===== src/mwa_pkg.sv =====
package mwa_pkg;

    localparam int SAMPLE_W = 32;
    localparam int WEIGHT_W = 17;
    localparam int NORM_W   = 48;
    localparam int FILL_W   = 32;
    localparam int AVG_W    = 32;
    localparam int SUM_W    = 64;
    localparam int PROD_W   = SAMPLE_W + WEIGHT_W;
    localparam int QUO_W    = 40;
    localparam int CFG_W    = 48;

    localparam logic [0:0] CFG_WEIGHT_NORM = 1'b0;
    localparam logic [0:0] CFG_FILL_WORD   = 1'b1;

    localparam logic [NORM_W-1:0] NORM_RESET = 48'd65536;
    localparam logic [FILL_W-1:0] FILL_RESET = 32'hFFFF_0000;

    typedef struct packed {
        logic signed [SAMPLE_W-1:0] sample;
        logic [WEIGHT_W-1:0]        weight;
        logic                       sample_valid;
        logic                       step_last;
    } item_t;

    typedef struct packed {
        logic signed [AVG_W-1:0] average;
        logic                    result_valid;
    } avg_t;

endpackage


===== src/masked_weighted_average_core.sv =====
// Masked weighted average of one timestep of grid samples.
// The item channel (item_valid, item_stall, item) carries one grid point per
// transaction: a signed Q16.16 sample, its weight, a valid bit and a mark for
// the last point of the timestep. Valid points add sample times weight,
// floored to the fraction width, into a 64-bit accumulator.
// On the last point the accumulator is divided by weight_norm and the
// saturated Q16.16 quotient leaves on the avg channel (avg_valid, avg_stall,
// avg); with no valid point in the timestep, the fill register leaves instead.
// Every transaction passes a multiply state and an accumulate state, and
// item_stall is high whenever the block is not idle, so it takes no new point
// before it is through with the last. A last point adds a check state, a
// restoring divider that resolves one quotient bit per cycle, one for each
// dividend bit, a finish step in the divider and the load of the output
// register before the next point is taken. Without a valid point the divider
// is skipped.
// The result sits in an output register, so the next timestep is taken while
// it waits; only a second result waits behind a stalled receiver.
// Reset clears the accumulator and the output valid bit, sets weight_norm to
// one and the fill register to minus one. Configuration writes via cfg_we,
// cfg_index and cfg_data take effect at once and belong between timesteps.
module masked_weighted_average_core #(
    parameter int FRAC_BITS = 16
) (
    input  logic                       clk,
    input  logic                       rst_n,
    input  logic                       item_valid,
    output logic                       item_stall,
    input  mwa_pkg::item_t             item,
    output logic                       avg_valid,
    input  logic                       avg_stall,
    output mwa_pkg::avg_t              avg,
    input  logic                       cfg_we,
    input  logic [0:0]                 cfg_index,
    input  logic [mwa_pkg::CFG_W-1:0]  cfg_data
);
    import mwa_pkg::*;

    localparam logic [2:0] S_IDLE = 3'd0;
    localparam logic [2:0] S_MUL  = 3'd1;
    localparam logic [2:0] S_ACC  = 3'd2;
    localparam logic [2:0] S_CHK  = 3'd3;
    localparam logic [2:0] S_DIV  = 3'd4;
    localparam logic [2:0] S_FIN  = 3'd5;

    logic [2:0]                state_reg;
    logic [2:0]                state_next;
    logic [NORM_W-1:0]         norm_reg;
    logic [FILL_W-1:0]         fill_reg;
    item_t                     item_reg;
    logic signed [PROD_W-1:0]  prod_reg;
    logic [SUM_W-1:0]          sum_reg;
    logic                      any_reg;
    logic [AVG_W-1:0]          res_reg;
    logic                      res_flag_reg;
    logic                      out_valid_reg;
    avg_t                      out_reg;

    logic signed [PROD_W:0]    prod_full;
    logic signed [PROD_W-1:0]  prod_shr;
    logic [SUM_W-1:0]          addend;
    logic                      div_start;
    logic                      div_done;
    logic [AVG_W-1:0]          div_q;
    logic                      load_out;

    assign prod_full = $signed(item_reg.sample) * $signed({1'b0, item_reg.weight});
    assign prod_shr  = prod_reg >>> FRAC_BITS;
    assign addend    = {{(SUM_W - PROD_W){prod_shr[PROD_W-1]}}, prod_shr};
    assign div_start = (state_reg == S_CHK) && any_reg;
    assign load_out  = (state_reg == S_FIN) && (!out_valid_reg || !avg_stall);

    mwa_div #(
        .FRAC_BITS(FRAC_BITS)
    ) u_div (
        .clk      (clk),
        .rst_n    (rst_n),
        .start    (div_start),
        .sum      (sum_reg),
        .norm     (norm_reg),
        .done     (div_done),
        .quotient (div_q)
    );

    always_comb
    begin
        state_next = state_reg;
        unique case (state_reg)
            S_IDLE:
            begin
                if (item_valid)
                    state_next = S_MUL;
            end
            S_MUL:
            begin
                state_next = S_ACC;
            end
            S_ACC:
            begin
                state_next = item_reg.step_last ? S_CHK : S_IDLE;
            end
            S_CHK:
            begin
                state_next = any_reg ? S_DIV : S_FIN;
            end
            S_DIV:
            begin
                if (div_done)
                    state_next = S_FIN;
            end
            S_FIN:
            begin
                if (load_out)
                    state_next = S_IDLE;
            end
            default:
            begin
                state_next = S_IDLE;
            end
        endcase
    end

    always_ff @(posedge clk or negedge rst_n)
    begin
        if (!rst_n)
        begin
            state_reg     <= S_IDLE;
            norm_reg      <= NORM_RESET;
            fill_reg      <= FILL_RESET;
            sum_reg       <= '0;
            any_reg       <= 1'b0;
            out_valid_reg <= 1'b0;
        end
        else
        begin
            state_reg <= state_next;
            if (cfg_we)
            begin
                unique case (cfg_index)
                    CFG_WEIGHT_NORM: norm_reg <= cfg_data;
                    CFG_FILL_WORD:   fill_reg <= cfg_data[FILL_W-1:0];
                    default:         norm_reg <= norm_reg;
                endcase
            end
            if (state_reg == S_ACC && item_reg.sample_valid)
            begin
                sum_reg <= sum_reg + addend;
                any_reg <= 1'b1;
            end
            else if (load_out)
            begin
                sum_reg <= '0;
                any_reg <= 1'b0;
            end
            if (load_out)
                out_valid_reg <= 1'b1;
            else if (!avg_stall)
                out_valid_reg <= 1'b0;
        end
    end

    always_ff @(posedge clk)
    begin
        if (state_reg == S_IDLE && item_valid)
            item_reg <= item;
        if (state_reg == S_MUL)
            prod_reg <= prod_full[PROD_W-1:0];
        if (state_reg == S_CHK && !any_reg)
        begin
            res_reg      <= fill_reg;
            res_flag_reg <= 1'b0;
        end
        else if (state_reg == S_DIV && div_done)
        begin
            res_reg      <= div_q;
            res_flag_reg <= 1'b1;
        end
        if (load_out)
        begin
            out_reg.average      <= res_reg;
            out_reg.result_valid <= res_flag_reg;
        end
    end

    assign item_stall = (state_reg != S_IDLE);
    assign avg_valid  = out_valid_reg;
    assign avg        = out_reg;

endmodule


===== src/mwa_div.sv =====
module mwa_div #(
    parameter int FRAC_BITS = 16
) (
    input  logic                           clk,
    input  logic                           rst_n,
    input  logic                           start,
    input  logic [mwa_pkg::SUM_W-1:0]      sum,
    input  logic [mwa_pkg::NORM_W-1:0]     norm,
    output logic                           done,
    output logic [mwa_pkg::AVG_W-1:0]      quotient
);
    import mwa_pkg::*;

    localparam int STEPS = SUM_W + FRAC_BITS;
    localparam int CNT_W = $clog2(STEPS + 1);
    localparam int DVD_W = SUM_W + FRAC_BITS;

    logic [CNT_W-1:0]  cnt_reg;
    logic [DVD_W-1:0]  dvd_reg;
    logic [NORM_W-1:0] rem_reg;
    logic [QUO_W-1:0]  q_reg;
    logic              big_reg;
    logic              neg_reg;
    logic              done_reg;

    logic [NORM_W:0]   rem_sh;
    logic              ge;
    logic [NORM_W:0]   rem_sub;
    logic [SUM_W-1:0]  mag;
    logic [AVG_W-1:0]  q_neg;

    assign mag     = sum[SUM_W-1] ? (SUM_W'(0) - sum) : sum;
    assign rem_sh  = {rem_reg, dvd_reg[DVD_W-1]};
    assign ge      = rem_sh >= {1'b0, norm};
    assign rem_sub = rem_sh - {1'b0, norm};

    always_ff @(posedge clk or negedge rst_n)
    begin
        if (!rst_n)
        begin
            cnt_reg  <= '0;
            done_reg <= 1'b0;
        end
        else
        begin
            done_reg <= (cnt_reg == CNT_W'(1));
            if (cnt_reg != '0)
            begin
                cnt_reg <= cnt_reg - CNT_W'(1);
            end
            else if (start)
            begin
                cnt_reg <= CNT_W'(STEPS);
            end
        end
    end

    always_ff @(posedge clk)
    begin
        if (cnt_reg != '0)
        begin
            dvd_reg <= {dvd_reg[DVD_W-2:0], 1'b0};
            rem_reg <= ge ? rem_sub[NORM_W-1:0] : rem_sh[NORM_W-1:0];
            if (q_reg[QUO_W-1])
            begin
                big_reg <= 1'b1;
                q_reg   <= '1;
            end
            else
            begin
                q_reg <= {q_reg[QUO_W-2:0], ge};
            end
        end
        else if (start)
        begin
            dvd_reg <= {mag, {FRAC_BITS{1'b0}}};
            rem_reg <= '0;
            q_reg   <= '0;
            big_reg <= 1'b0;
            neg_reg <= sum[SUM_W-1];
        end
    end

    assign q_neg = AVG_W'(0) - q_reg[AVG_W-1:0];

    always_comb
    begin
        if (neg_reg)
        begin
            if (big_reg || q_reg > 40'h00_8000_0000)
                quotient = 32'h8000_0000;
            else
                quotient = q_neg;
        end
        else
        begin
            if (big_reg || q_reg > 40'h00_7FFF_FFFF)
                quotient = 32'h7FFF_FFFF;
            else
                quotient = q_reg[AVG_W-1:0];
        end
    end

    assign done = done_reg;

endmodule

===== config.mk =====
export PLATFORM = sky130hd
export DESIGN_NAME = masked_weighted_average_core
export DESIGN_NICKNAME = d
export VERILOG_FILES = /design/src/mwa_pkg.sv /design/src/masked_weighted_average_core.sv /design/src/mwa_div.sv
export SDC_FILE = /design/constraint.sdc
export NUM_CORES = 2
export LEC_CHECK = 0
export ABC_AREA = 1
export BUFFER_PORTS_ARGS = -buffer_cell sky130_fd_sc_hd__buf_2
export CAP_MARGIN = 20
export CELL_PAD_IN_SITES_DETAIL_PLACEMENT = 1
export CELL_PAD_IN_SITES_GLOBAL_PLACEMENT = 1
export CORE_MARGIN = 1
export CORE_UTILIZATION = 30
export CTS_BUF_LIST = sky130_fd_sc_hd__clkbuf_16
export CTS_CLUSTER_SIZE = 12
export DETAILED_ROUTE_END_ITERATION = 8
export PLACE_DENSITY_LB_ADDON = 0.1
export SLEW_MARGIN = 20
export SYNTH_ARGS = -nofsm -noshare
export SYNTH_HDL_FRONTEND = slang
export SYNTH_SLANG_ARGS = --single-unit

===== constraint.sdc =====
create_clock -name clk -period 7.4 [get_ports clk]
set_input_delay 1.11 -clock clk [delete_from_list [all_inputs] [get_ports clk]]
set_output_delay 1.11 -clock clk [all_outputs]
set_load 0.005 [all_outputs]

==> impl_results.md <==
- Number of clock sinks: between 400 and 500
- Part of the cycle the worst path needs: 94.77%
- Final wirelength: between 150000 and 200000 um
- Pin count of the biggest net entering global routing: 97
- Maximum fanout count along the critical path: 18
- Highest attainable clock frequency: about 0.14 GHz
- Port bufs: between 100 and 150
- Worst flop-to-flop path startpoint: item_reg[7]$_DFFE_PP_
- Run status: complete, no violations
- Most used flip-flop cell after synthesis: edfxtp_1
- Most common cell in the synthesized netlist: nand2_1
- H-tree levels: 3
- Count of unresolved DRC violations after routing: 0
- Detailed Routing Iterations Pass 1: 5
- Share of flip-flops with an asynchronous set or reset after synthesis: 34.06%
- Setup slack of the worst register-to-register path: around 0.39 ns
- Synthesized area divided by synthesized cell count: approximately 7.2 um^2
- Dpl hpwl: 148800 um
- Largest area contributor in the netlist: fa_1
- Worst reg-to-reg path cell count: 23
- Worst endpoint required time: 7.82 ns
- Max_cap viols: 0
- Relative area change from synthesis to final layout: 10.68%
- Synth top cells by count: 2125 x nand2_1, 1640 x inv_1, 582 x nor2_1
- Die X-Extent: around 400 um
- Number of rows in the core area: 150
- Post-cts resize count: 0
- Post-synthesis cell area: 50380 um^2
- Layout cell share with drive strength beyond 1: between 5 and 6%
- Max-slew violation count: 0
- Global routing usage summed across all routing layers: ~22%
- Average routed wire per standard cell: roughly 20 um
- Worst min-delay path category: primary input to asynchronous set/reset pin
- Relative slew margins: 27.14%
- TritonCTS clock tree: built
- Fin nets: 7896
- RSZ-0062 raised after global routing: no
- Global-route congestion overflow total: 0
- Routed via count: around 43000
- Share of synthesized area occupied by flip-flops and latches: about 26%
- Antenna violations before repair: 0
- IO Count: 140
- Wire length of the first global-routing pass: approximately 290000 um
- Total nets after synthesis: ~7800
- Clk Latency, worst-skew pair: slightly below 0.7 ns
- CTS max path bufs: 3
- Aggregate negative setup slack: 0 ns
- Synthesized instance count: 6971
- Die ar.: about 170000 um^2
- Synth unique cells: 50
- CP arrival: between 7 and 8 ns
- Total of warnings raised by yosys: 0
- Residual antenna-violating net count after detailed routing: 0
- Effective utilization at floorplan: 30.16%
- Synth area leaders: fa_1 21%, edfxtp_1 18%, nand2_1 16%
- Cts bufs inserted: 67
- Final weighted congestion in routability-driven placement: around 0.9
- CP startpoint kind: register
- Core ar.: approximately 170000 um^2
- Final setup fails: 0
- Initial DRC count: ~2100
- Final Hold Fails: 0
- Via count of the first global-routing pass: roughly 47000
- # diodes: 0
- Critical path class: register to register
- Portion of synthesized cell area occupied by the leading cell type: 20.50%
- Crit end category: register
- Measured slew at the worst slew-check pin: approximately 1.1 ns
- Post-DR vias/cell: about 4.7
- EDFF count, synth: a little over 300
- Worst setup skew after layout: approximately 0.055 ns
- Number of flip-flops and latches in the synthesized netlist: about 460
- Min Tclk post-route: roughly 7.0 ns
- Clk root buf: clkbuf_16
- Critical path launch point: item_reg[7]$_DFFE_PP_
- Die Y-Extent: 411.8 um
- Worst-path clk slew: 0.06 ns
## metal layers
metal | GRT usage [%] | wire (um) | part of all wire [%] | up-vias
met5 | 0 | 0 | 0 | -
met4 | 5.147 | 4400 | 2.4 | 0
met1 | 29.55 | 86160 | 47 | 21500
met3 | 2.146 | 4500 | 2.5 | 176
li1 | - | - | - | 21090
met2 | 38.33 | 88570 | 48 | 524
## cell usage in the layout (no fill, tap or decap), types with 138 or more instances in the layout
cell	synthesis	final
fa_1	516	516
nand2_1	2125	2122
inv_1	1640	1654
dfrtp_1	140	139
nand3_1	259	259
nor2_1	582	579
o21ai_0	228	228
ha_1	227	227
edfxtp_1	303	303
a21oi_1	270	269
buf_2	6	138
## worst paths after layout
| check | end |
|---|---|
| worst min register to register | avg[8]$_DFFE_PP_ |
| min in group clk | avg[8]$_DFFE_PP_ |
| worst max register to register | prod_reg[40]$_DFFE_PP_ |
| max in group asynchronous | norm_reg[13]$_DFFE_PN0P_ |
| worst max-delay path | prod_reg[40]$_DFFE_PP_ |
| worst min-delay path | norm_reg[45]$_DFFE_PN0P_ |
## logic make-up (layout without fill, tap and decap cells)
family / count (synthesis) / count (layout) / share of synthesized area, %
xor+xnor: 111 / 111 / 1.930
flops: 461 / 461 / 25.94
fa+ha+maj: 743 / 743 / 26.14
compound gates: 592 / 592 / 6.241
buf+inv: 1873 / 2005 / 14.14
simple gates: 3191 / 3191 / 25.60
## timing repair
item / 4_1_cts / 5_1_grt
hold endpoints to repair: 0 / 0
setup buffers: 0 / 8
hold buffers: 0 / 0
setup endpoints to repair: 0 / 3
## area by class of cell
type	instances	area (um^2)
well taps	2204	2758
clock inverters	56	401.6
inverters	1674	6290
repair buffers	207	1295
flip-flops and latches	461	13070
clock buffers	68	1702
fillers	20700	111300
multi-input cells	4637	30240
## worst max-delay path, stage by stage (launching register included)
cell and delay, ns:
edfxtp_1 0.88, buf_4 0.42, nand2_1 0.09, inv_1 0.09
fa_1 0.40, inv_1 0.08, fa_1 0.43, fa_1 0.51
inv_1 0.05, fa_1 0.52, fa_1 0.58, inv_1 0.06
fa_1 0.53, inv_1 0.04, ha_1 0.36, a21oi_1 0.21
inv_1 0.06, nor2_1 0.27, o21ai_0 0.13, a21oi_1 0.48
nand2_1 0.24, nand2_1 0.14, a21o_1 0.11, nand2_1 0.07
## metrics by stage
stage	setup WS, ns	hold WS (ns)	utilization (%)	instance area [um^2]	instances
floorplan	1.545	0.4003	-	50380	6971
global placement	0.2751	0.4006	32.04	53520	9172
detailed placement	0.2398	0.4057	32.06	53550	9174
CTS	0.2547	0.3675	33.32	55650	9298
global route	0.03141	0.3924	33.38	55760	9307
finish	0.3874	0.4008	33.38	55760	9307
Power is not shown: default switching activity piles up to over one toggle a cycle in this logic, so the estimate is an artifact.
